### src/rtl/sfs_pkg.sv
// ----------------------------------------------------------------------------
// sfs_pkg
// Shared constants, codes and types of the sorted table floor search block.
// ----------------------------------------------------------------------------
package sfs_pkg;

	localparam int TABLE_DEPTH = 1024;
	localparam int IDX_W       = $clog2(TABLE_DEPTH);
	localparam int CNT_W       = 11;
	localparam int COORD_W     = 32;
	localparam int ADDR_W      = 4;
	localparam int DATA_W      = 32;

	// register indexes (byte address / 4)
	localparam logic [1:0] REG_ENTRY_COUNT = 2'd0;
	localparam logic [1:0] REG_RANGE_LOW   = 2'd1;
	localparam logic [1:0] REG_RANGE_HIGH  = 2'd2;

	// item commands
	localparam logic CMD_WRITE  = 1'b0;
	localparam logic CMD_SEARCH = 1'b1;

	typedef struct packed {
		logic [IDX_W-1:0]          last_idx;
		logic signed [COORD_W-1:0] range_low;
		logic signed [COORD_W-1:0] range_high;
	} sfs_cfg_t;

endpackage

### src/rtl/sfs_regs.sv
// ----------------------------------------------------------------------------
// sfs_regs
// Configuration registers on the APB port; derives the last valid index.
// ----------------------------------------------------------------------------
module sfs_regs
	import sfs_pkg::*;
(
	input  logic              clk,
	input  logic              arst_n,
	input  logic              psel,
	input  logic              penable,
	input  logic              pwrite,
	input  logic [ADDR_W-1:0] paddr,
	input  logic [DATA_W-1:0] pwdata,
	output logic [DATA_W-1:0] prdata,
	output logic              pready,
	output sfs_cfg_t          cfg
);

	logic [CNT_W-1:0]   entry_count_q;
	logic [COORD_W-1:0] range_low_q;
	logic [COORD_W-1:0] range_high_q;
	logic               wr_en;
	logic [1:0]         reg_idx;

	assign pready  = 1'b1;
	assign wr_en   = psel && penable && pwrite;
	assign reg_idx = paddr[3:2];

	always_ff @(posedge clk or negedge arst_n) begin
		if (!arst_n) begin
			entry_count_q <= CNT_W'(1);
			range_low_q   <= '0;
			range_high_q  <= '0;
		end else if (wr_en) begin
			unique case (reg_idx)
				REG_ENTRY_COUNT: entry_count_q <= pwdata[CNT_W-1:0];
				REG_RANGE_LOW:   range_low_q   <= pwdata[COORD_W-1:0];
				REG_RANGE_HIGH:  range_high_q  <= pwdata[COORD_W-1:0];
				default: ;
			endcase
		end
	end

	always_comb begin
		prdata = '0;
		unique case (reg_idx)
			REG_ENTRY_COUNT: prdata = DATA_W'(entry_count_q);
			REG_RANGE_LOW:   prdata = range_low_q;
			REG_RANGE_HIGH:  prdata = range_high_q;
			default:         prdata = '0;
		endcase
	end

	// zero entries count as one, too many saturate at the table depth
	always_comb begin
		priority if (entry_count_q == '0)
			cfg.last_idx = '0;
		else if (entry_count_q > CNT_W'(TABLE_DEPTH))
			cfg.last_idx = IDX_W'(TABLE_DEPTH - 1);
		else
			cfg.last_idx = IDX_W'(entry_count_q - CNT_W'(1));
		cfg.range_low  = $signed(range_low_q);
		cfg.range_high = $signed(range_high_q);
	end

endmodule

### config.mk
export PLATFORM = sky130hd
export DESIGN_NAME = sfs_regs
export DESIGN_NICKNAME = d
export VERILOG_FILES = /design/src/rtl/sfs_pkg.sv /design/src/rtl/sfs_regs.sv
export SDC_FILE = /design/constraint.sdc
export NUM_CORES = 1
export LEC_CHECK = 0
export ABC_AREA = 1
export BUFFER_PORTS_ARGS = -buffer_cell sky130_fd_sc_hd__buf_4
export CORE_ASPECT_RATIO = 1.75
export CORE_MARGIN = 1
export CORE_UTILIZATION = 52
export DETAILED_ROUTE_END_ITERATION = 7
export MAX_ROUTING_LAYER = met4
export PLACE_DENSITY_LB_ADDON = 0.1
export SYNTH_ARGS = -nofsm -noshare
export SYNTH_HDL_FRONTEND = slang
export SYNTH_SLANG_ARGS = --single-unit
### constraint.sdc
create_clock -name clk -period 4.57 [get_ports clk]
set_clock_uncertainty 0.05 [all_clocks]
set_input_delay 0.457 -clock clk [delete_from_list [all_inputs] [get_ports clk]]
set_output_delay 0.457 -clock clk [all_outputs]
set_load 0.02 [all_outputs]
==> summary.txt, run 1 <==
Clocking
  – Resize count post-CTS: 0
  – CTS tree: built
  – Total CTS buffers: 9
  – CTS root buf: clkbuf_16
  – CTS max path bufs: 2
  – Number of setup buffers added after CTS: 0
  – Cts hold-fix bufs: 0
  – Worst-path clk slew: 0.05 ns
  – H-tree Lvls: 3
  – Sinks on the clock net: 75
  – Clock latency on the worst-skew pair: 0.33 ns

Cells and area
  – Nets: 605
  – Antenna diode count: 0
  – Share of layout cells above drive strength 1: 0.342
  – Sequential cell area: roughly 1900 um^2
  – Synth-to-Final Area Change: 35.7%
  – Area of the multi-input gates: 1340 um^2
  – Filler instances: about 550

Synth
  – Netlist cell types: 30
  – Seq/Total Area, Yosys: 0.512
  – Synthesized Nets: between 400 and 500
  – Number of synthesized flops with an enable pin: 0
  – Synthesized area: approximately 3700 um^2
  – Synth async-reset ratio: 1.00
  – Post-synth top flop: dfrtp_1
  – Cells after synthesis: 428
  – Synthesis-stage register bit count: 75
  – Avg Inst Size Synth: 8.57 um^2
  – YS warnings: 0

STA
  – Achievable Freq: 393 MHz
  – Fin crit share: 0.556
  – Max-slew headroom: 0.308
  – Slew @ Worst Pin: 1.04 ns
  – RSZ-0062 raised after global routing: false
  – Fin crit period: roughly 2.5 ns
  – Final hold vios: 0
  – Final setup violation count: 0
  – Setup TNS: 0 ns
  – Max Transition Viols Final: 0
  – Final WS setup: 2.03 ns

Critical path
  – Worst EP arrival: 2.04 ns
  – WS Path Type: reg -> out
  – Required time of the critical path: 4.06 ns
  – Launch point of the critical path: entry_count_q[0]
  – CP endpoint kind: primary output
  – CP Launch Type: flip-flop
  – CP max FO: 7
  – RR Startpoint: entry_count_q[0]

Die
  – Initial Utilization: 0.535
  – # rows: 40
  – Chip width: 65.5 um
  – Full die area: 7410 um^2
  – CORE AREA: approximately 6900 um^2
  – IO Count: 148
  – Vert. Die Dim: 113 um

Route
  – Detailed Routing Iterations Pass 1: 4
  – First DRT Iteration DRCs: 257
  – Final WL: 9840 um
  – Total number of vias: 3,348
  – Antenna Nets Post-Route: 0
  – # DRC: 0
  – DR vias/cell: between 5 and 6
  – Drt wl/cell: roughly 15 um

Global route
  – Total Routing Usage GR: 0.294
  – Largest net degree at the start of global routing: 76
  – Initial antenna violation count: 0
  – Via count of the first global-routing pass: 3,319
  – GRT overflow: 0
  – First-pass GRT wire length: 16,000 um

Power
  – Pwr/cell area: 502 nW/um^2
  – LEAKAGE: 2.54 nW
  – Peak supply drop: approximately 280 uV

Place
  – HPWL after DPL: 6830 um
  – PortBufs: 144
  – Pre-CTS WS: 1.75 ns
  – Final RePlAce weighted congestion: approximately 0.85

Job
  – Total of max-cap violations: 0

Run status
  – Outcome: finished, final reports clean

Worst hold path
  – Worst hold path class: in -> async
-- synth_stat cells (3+ instances only) --
library cell  number  area share
clkbuf_2           3      0.0041
buf_4              4      0.0082
inv_1             80       0.082
nand3_1            4      0.0055
o21ai_2           28       0.067
nor2_1            25       0.026
o22ai_1           21       0.036
clkbuf_1           6      0.0061
o21ai_0           41       0.056
o221ai_1          11       0.026
nand2_1           92       0.094
xor2_1             4      0.0095
a21oi_1            9       0.012
dfrtp_1           74        0.50
buf_6              6       0.018
-- routing by layer --
| layer | part of all wire | up-vias | track usage |
|---|---|---|---|
| met4 | 0.032 | 0 | 0.142 |
| li1 | - | 1639 | - |
| met5 | 0 | - | - |
| met2 | 0.53 | 120 | 0.490 |
| met1 | 0.38 | 1565 | 0.334 |
| met3 | 0.053 | 24 | 0.0534 |
-- report_power, final --
group          total [mW]  internal, mW  switching (mW)
sequential          0.918         0.822          0.0958
clock               0.617         0.373           0.244
combinational       0.967         0.401           0.566
-- state kept, by name (all words and copies together) (netlist names) --
register,cells
range_high_q,32
range_low_q,32
entry_count_q,11
-- path summary, 6_finish.rpt --
| check | end | slack [ns] | depth (start not counted) |
|---|---|---|---|
| worst max register to register | entry_count_q[0] | 3.68 | 2 |
| max in group asynchronous | range_low_q[11] | 3.62 | 1 |
| worst min-delay path | range_low_q[28] | 0.23 | 1 |
| worst min register to register | range_low_q[24] | 0.50 | 2 |
| worst max-delay path | cfg[67] | 2.03 | 10 |
| min in group clk | range_low_q[17] | 0.29 | 3 |
-- worst max-delay path: stages, from the launching register on --
cell	delay [ns]
dfstp_2	0.37
inv_1	0.11
ha_1	0.24
nand2_1	0.11
nor2_2	0.21
nand2_2	0.11
nor2_4	0.18
inv_1	0.11
nand2_1	0.07
nand2_1	0.05
buf_4	0.15
-- cell families after synthesis --
family,count (synthesis),share of synthesized area
fa+ha+maj,1,0.00341
compound gates,113,0.202
simple gates,130,0.147
xor+xnor,5,0.0119
flops,75,0.512
buf+inv,103,0.123
other cells,1,0.00102
-- cells in the final DEF (no fill, tap or decap), types with 3 or more instances in the layout --
cell type | netlist | routed
a21oi_1 | 9 | 9
buf_4 | 4 | 147
clkbuf_1 | 6 | 3
clkbuf_16 | 0 | 9
dfrtp_1 | 74 | 74
inv_1 | 80 | 80
nand2_1 | 92 | 92
nand3_1 | 4 | 4
nor2_1 | 25 | 25
o21ai_0 | 41 | 41
o21ai_2 | 28 | 28
o221ai_1 | 11 | 11
o22ai_1 | 21 | 21
xor2_1 | 4 | 4
-- cell type report --
class / instances / share of cell area
Multi-Input combinational cell: 250 / 0.270
Tap cell: 84 / 0.0211
Inverter: 80 / 0.0603
Timing Repair Buffer: 147 / 0.222
Clock buffer: 13 / 0.0503
Sequential cell: 75 / 0.377
-- metrics by stage --
step	hold WS, ns	power, mW	std cells	utilization	cell area, um^2
floorplan	0.111	1.46	428	-	3670
global placement	0.481	1.88	636	0.690	4730
detailed placement	0.488	1.90	636	0.690	4730
CTS	0.264	2.52	649	0.726	4980
global route	0.299	2.63	649	0.726	4980
finish	0.234	2.50	649	0.726	4980
Note: power is estimated with default switching activity, not from simulation.
==> run 2: changes to the inputs <==
--- a/config.mk
+++ b/config.mk
@@ -9,7 +9,7 @@
 export BUFFER_PORTS_ARGS = -buffer_cell sky130_fd_sc_hd__buf_4
 export CORE_ASPECT_RATIO = 1.75
 export CORE_MARGIN = 1
-export CORE_UTILIZATION = 52
+export CORE_UTILIZATION = 44
 export DETAILED_ROUTE_END_ITERATION = 7
 export MAX_ROUTING_LAYER = met4
 export PLACE_DENSITY_LB_ADDON = 0.1
==> constraint.sdc (replaced) <==
create_clock -name clk -period 2.25 [get_ports clk]
set_clock_uncertainty 0.05 [all_clocks]
set_input_delay 0.225 -clock clk [delete_from_list [all_inputs] [get_ports clk]]
set_output_delay 0.225 -clock clk [all_outputs]
set_load 0.02 [all_outputs]
==> run 2 against run 1 <==
The run now ends with DRC left. Via count increased by 1.7%. Combinational power increased by 110%. Die area increased by 18%. First-iteration DRC count increased by 3.1%. Clock power increased to 2.5 times the previous value. Core utilization decreased by 7.9 points. Global-route usage decreased by 4.0 points. Final area increased by 4.3%. Register-to-register slack got worse by 2.3 ns. Sequential cell count unchanged. Routed wire length increased by 4.1%. Highest routed layer unchanged.
==> summary.txt, run 2 (same netlist as run 1, synthesis figures left out) <==
Run status
  – Failing checks: DRC
  – Outcome: complete, but fails checks

Global route
  – Largest net degree at the start of global routing: 40
  – Via count of the first global-routing pass: 3,356
  – Initial antenna violation count: 0
  – Total Routing Usage GR: 0.254
  – First-pass GRT wire length: 16,400 um
  – GRT overflow: 0

Worst hold path
  – Hold Path Cell Cnt: 3
  – Hold path startpoint: pwdata[15]
  – Worst hold path class: in -> reg
  – Hold EP: range_low_q[15]

Route
  – First DRT Iteration DRCs: 265
  – Drt wl/cell: 15.4 um
  – Met3 WL post-DR: between 500 and 600 um
  – Detailed Routing Iterations Pass 1: 7
  – DR vias/cell: roughly 5
  – # DRC: 11
  – M1 WL: 3840 um
  – Max Used Layer: met4
  – Total length of routed met2 wires: 5700 um
  – Final WL: about 10,000 um
  – Total number of vias: 3,405
  – Antenna Nets Post-Route: 0

Critical path
  – Critical Path, Cell by Cell: inv_1 > ha_4 > nand2_2 > nor2_4 > nand2_4 > nor2_4 > inv_1 > nand2_1 > nand2_1 > buf_4
  – RR Startpoint: entry_count_q[0]
  – Critical Path Slowest Stage Cell: dfrtp_1
  – Flop2flop setup slack: 1.40 ns
  – CP max FO: 3
  – Worst EP arrival: 1.87 ns
  – Worst r2r dst: entry_count_q[0]
  – Worst r2r path cells: 2
  – WS Path Type: reg -> out
  – CP Launch Type: flip-flop
  – Required time of the critical path: 1.98 ns
  – CP endpoint kind: primary output
  – Delay of the slowest critical-path stage: ~0.4 ns

STA
  – Achievable Freq: 466 MHz
  – Final setup violation count: 0
  – Final WS setup: 0.106 ns
  – Fin crit period: 2.14 ns
  – Slew @ Worst Pin: 0.670 ns
  – Max-slew headroom: 0.553
  – Fin crit share: 0.953
  – Max Transition Viols Final: 0
  – Final hold vios: 0

Place
  – PortBufs: 144
  – Final RePlAce weighted congestion: 0.818
  – Pre-CTS WS: 0.315 ns
  – HPWL after DPL: 7250 um
  – Placement Cell Area: 4800 um^2

Cells and area
  – Nets: 614
  – Post-route cell area: 5190 um^2
  – Filler instances: 712
  – Share of layout cells above drive strength 1: 0.367
  – Commonest cells after routing, fill and taps aside: buf_4, nand2_1, inv_1
  – Most common cell after layout, fill and taps aside: buf_4
  – Largest regs: range_high_q x32, range_low_q x32, entry_count_q x11
  – Synth-to-Final Area Change: 41.5%
  – Antenna diode count: 0

Power
  – LEAKAGE: between 2 and 3 nW
  – Pwr/cell area: approximately 1000 nW/um^2
  – Peak supply drop: 534 uV

Die
  – Vert. Die Dim: about 120 um
  – IO Count: between 100 and 150
  – # rows: 43
  – Chip width: 71.0 um
  – Initial Utilization: 0.458
  – Full die area: 8720 um^2
  – CORE AREA: 8020 um^2

Clocking
  – CTS max path bufs: 2
  – CTS tree: built
  – Clock latency on the worst-skew pair: 0.32 ns
  – Sinks on the clock net: 75
  – CTS root buf: clkbuf_16
  – Total CTS buffers: 9
  – H-tree Lvls: 3
  – Worst-path clk slew: approximately 0.060 ns

Job
  – Total of max-cap violations: 0
run 2: changes by cell type in the layout (fill, tap and decap cells not counted), sizes merged:
| cell | change |
|---|---|
| dlygate4sd3 | +1 |
| buf | +8 |
| clkbuf | -2 |
| bufinv | +2 |
| clkinv | +3 |
run 2: layout make-up:
cell class	instances	area, um^2	share of cell area
flip-flops and latches	75	1880	0.362
multi-input cells	250	1380	0.265
repair buffers	156	1200	0.231
inverters	80	300	0.0578
clock buffers	11	253	0.0487
well taps	90	113	0.0217
clock inverters	5	75.1	0.0145
run 2: layer usage:
| metal | global-route usage | vias up |
|---|---|---|
| met1 | 0.284 | 1627 |
| met4 | 0.110 | 0 |
| li1 | - | 1654 |
| met5 | - | - |
| met3 | 0.0484 | 13 |
| met2 | 0.440 | 111 |
run 2: worst max-delay path by stage:
| stage | slack [ns] | from | to |
|---|---|---|---|
| final | 0.11 | entry_count_q[1] | cfg[67] |
| after global routing | -0.005 | entry_count_q[1] | cfg[70] |
| after floorplan | 0.38 | entry_count_q[0] | cfg[64] |
| after detailed placement | 0.31 | entry_count_q[0] | cfg[68] |
| after global placement | 0.35 | entry_count_q[0] | cfg[69] |
| after CTS | 0.04 | entry_count_q[0] | cfg[68] |
run 2: worst max-delay path: cells and delay by family (launching register included):
| family | cells | cell delay [ns] |
|---|---|---|
| simple gates | 6 | 0.62 |
| flops | 1 | 0.40 |
| fa+ha+maj | 1 | 0.16 |
| buf+inv | 3 | 0.36 |
run 2: through the flow:
stage	setup TNS (ns)	power, mW	std cells	utilization	hold WS (ns)
3_5_place_dp	0	3.87	649	0.599	0.182
4_1_cts	0	5.47	666	0.642	0.0460
3_3_place_gp	0	3.83	649	0.599	0.182
6_report	0	5.42	667	0.648	0.0624
5_1_grt	-0.00595	5.71	667	0.648	0.0508
2_1_floorplan	0	2.96	428	-	-0.121
run 2: report_power, final:
part	total [mW]	internal (mW)	switching (mW)
logic	1.99	0.831	1.16
clock network	1.56	1.02	0.532
registers	1.88	1.67	0.206
total	5.42	3.52	1.90
run 2: timing repair:
item                                   4_1_cts  5_1_grt
gates resized for setup                      4        8
endpoints found under the hold margin       35        0
pin swaps                                    0        1
hold buffers                                 1        0
setup buffers                                0        1
setup endpoints to repair                    6        7
==> run 3: changes to the inputs <==
--- a/config.mk
+++ b/config.mk
@@ -8,11 +8,11 @@
 export ABC_AREA = 1
 export BUFFER_PORTS_ARGS = -buffer_cell sky130_fd_sc_hd__buf_4
 export CORE_ASPECT_RATIO = 1.75
-export CORE_MARGIN = 1
 export CORE_UTILIZATION = 44
 export DETAILED_ROUTE_END_ITERATION = 7
 export MAX_ROUTING_LAYER = met4
 export PLACE_DENSITY_LB_ADDON = 0.1
+export RECOVER_POWER = 50
 export SYNTH_ARGS = -nofsm -noshare
 export SYNTH_HDL_FRONTEND = slang
 export SYNTH_SLANG_ARGS = --single-unit
==> run 3 against run 2 <==
The flow still finishes with violations (DRC). First-iteration DRC count fell by 7.2%. Sequential share of layout area is 1.4 points higher. Critical path depth unchanged. Worst hold slack got worse by 0.0016 ns. Non-clock buffer count unchanged. Total power decreased by 3.1%. Clock power is essentially flat. Final area fell by 3.8%. Critical path type unchanged.
==> summary.txt, run 3 (same netlist as run 1, synthesis figures left out) <==
Global route
  – GR met1 Demand/Resource: 0.284
  – Initial antenna violation count: 0
  – Grt met2 use: 0.440
  – GRT overflow: 0
  – Grt met3 use: 0.0484
  – Largest net degree at the start of global routing: 40
  – Top Usage Layer GRT: met2
  – Via count of the first global-routing pass: 3,356
  – Total Routing Usage GR: 0.254
  – First-pass GRT wire length: 16,400 um

STA
  – Max-slew headroom: 0.362
  – Hold slack: 0.0608 ns
  – Fin crit period: about 2.1 ns
  – Slew @ Worst Pin: 0.957 ns
  – Final WS setup: 0.107 ns
  – Final setup violation count: 0
  – Fin crit share: 0.952
  – Achievable Freq: 467 MHz
  – Final hold vios: 0
  – Max Transition Viols Final: 0

Power
  – LEAKAGE: 2.46 nW
  – Peak supply drop: 564 uV
  – Pwr/cell area: about 1100 nW/um^2

Die
  – CORE AREA: 8020 um^2
  – Chip width: between 70 and 80 um
  – Initial Utilization: 0.458
  – # rows: between 40 and 50
  – Full die area: 8720 um^2
  – Vert. Die Dim: 123 um
  – IO Count: 148

Clocking
  – Total CTS buffers: 9
  – H-tree Lvls: 3
  – CTS root buf: clkbuf_16
  – Clock latency on the worst-skew pair: 0.32 ns
  – CTS max path bufs: 2
  – Sinks on the clock net: 75
  – Worst-path clk slew: 0.06 ns
  – CTS tree: built

Cells and area
  – Synth-to-Final Area Change: 36.2%
  – Sequential cell area: 1880 um^2
  – Largest regs: range_high_q x32, range_low_q x32, entry_count_q x11
  – Commonest cells after routing, fill and taps aside: buf_4, nand2_1, inv_1
  – Antenna diode count: 0
  – Area of the multi-input gates: 1380 um^2
  – Nets: between 600 and 700
  – Most common cell after layout, fill and taps aside: buf_4
  – Post-route cell area: 5000 um^2
  – Filler instances: 776
  – Final Util: 0.623
  – Non-filler cells, final: 667
  – Share of layout cells above drive strength 1: 0.284

Place
  – Pre-CTS WS: 0.315 ns
  – Final RePlAce weighted congestion: about 0.82
  – Placement Cell Area: 4800 um^2
  – HPWL after DPL: ~7300 um
  – Placed Instances: 649
  – PortBufs: roughly 140

Run status
  – Failing checks: DRC
  – Outcome: complete, but fails checks

Route
  – DR vias/cell: approximately 5.1
  – # DRC: 11
  – First DRT Iteration DRCs: 246
  – Drt wl/cell: approximately 15 um
  – Final WL: roughly 10,000 um
  – Detailed Routing Iterations Pass 1: 7
  – Total number of vias: 3,419
  – Antenna Nets Post-Route: 0

Critical path
  – Worst EP arrival: 1.87 ns
  – Required time of the critical path: 1.98 ns
  – CP Launch Type: flip-flop
  – WS Path Type: reg -> out
  – CP endpoint kind: primary output
  – CP max FO: 3

Worst hold path
  – Worst hold path class: in -> reg

Job
  – Total of max-cap violations: 0
-- run 3: worst paths after layout --
kind                                   startpoint           endpoint  slack, ns  depth (start not counted)
worst max register to register  entry_count_q[10]  entry_count_q[10]       1.38                          2
worst min register to register   entry_count_q[0]   entry_count_q[0]       0.49                          2
max in group asynchronous                  arst_n    range_high_q[4]       0.44                          3
min in group asynchronous                  arst_n   range_high_q[27]       0.53                          2
worst max-delay path             entry_count_q[1]            cfg[67]       0.11                         10
worst min-delay path                   pwdata[18]   range_high_q[18]       0.06                          3
-- run 3: report_power, final --
| part | switching, mW | leakage (nW) | internal [mW] | total, mW |
|---|---|---|---|---|
| clock network | 0.534 | 0.165 | 1.02 | 1.56 |
| logic | 1.16 | 1.41 | 0.663 | 1.82 |
| registers | 0.202 | 0.884 | 1.67 | 1.87 |
-- run 3: repair_timing --
| item | CTS | global route |
|---|---|---|
| hold buffers | 1 | 0 |
| setup endpoints to repair | 6 | 7 |
| buffers inserted | 0 | 1 |
| gates resized for setup | 4 | 8 |
| hold endpoints to repair | 35 | 0 |
| pin swaps | 0 | 1 |
-- run 3: stage by stage --
step | setup TNS [ns] | power (mW)
6_report | 0 | 5.25
5_1_grt | -0.00595 | 5.54
2_1_floorplan | 0 | 2.96
3_5_place_dp | 0 | 3.87
4_1_cts | 0 | 5.47
3_3_place_gp | 0 | 3.83
-- run 3: area by class of cell --
class	count	area share
timing repair buffer	156	0.201
multi-input combinational	250	0.275
tap	90	0.0225
clock buffer	11	0.0506
clock inverter	5	0.0150
inverter	80	0.0601
sequential	75	0.376
-- run 3: critical path: stages, from the launching register on --
cell	delay, ns
dfrtp_1	0.40
inv_1	0.11
ha_4	0.16
nand2_2	0.08
nor2_4	0.17
nand2_4	0.09
nor2_4	0.16
inv_1	0.10
nand2_1	0.07
nand2_1	0.05
buf_4	0.15
-- run 3: layer usage --
metal,wire (um),vias to the layer above
li1,-,1656
met1,3870,1619
met2,5640,130
met3,551,14
met4,183,0
met5,0,-
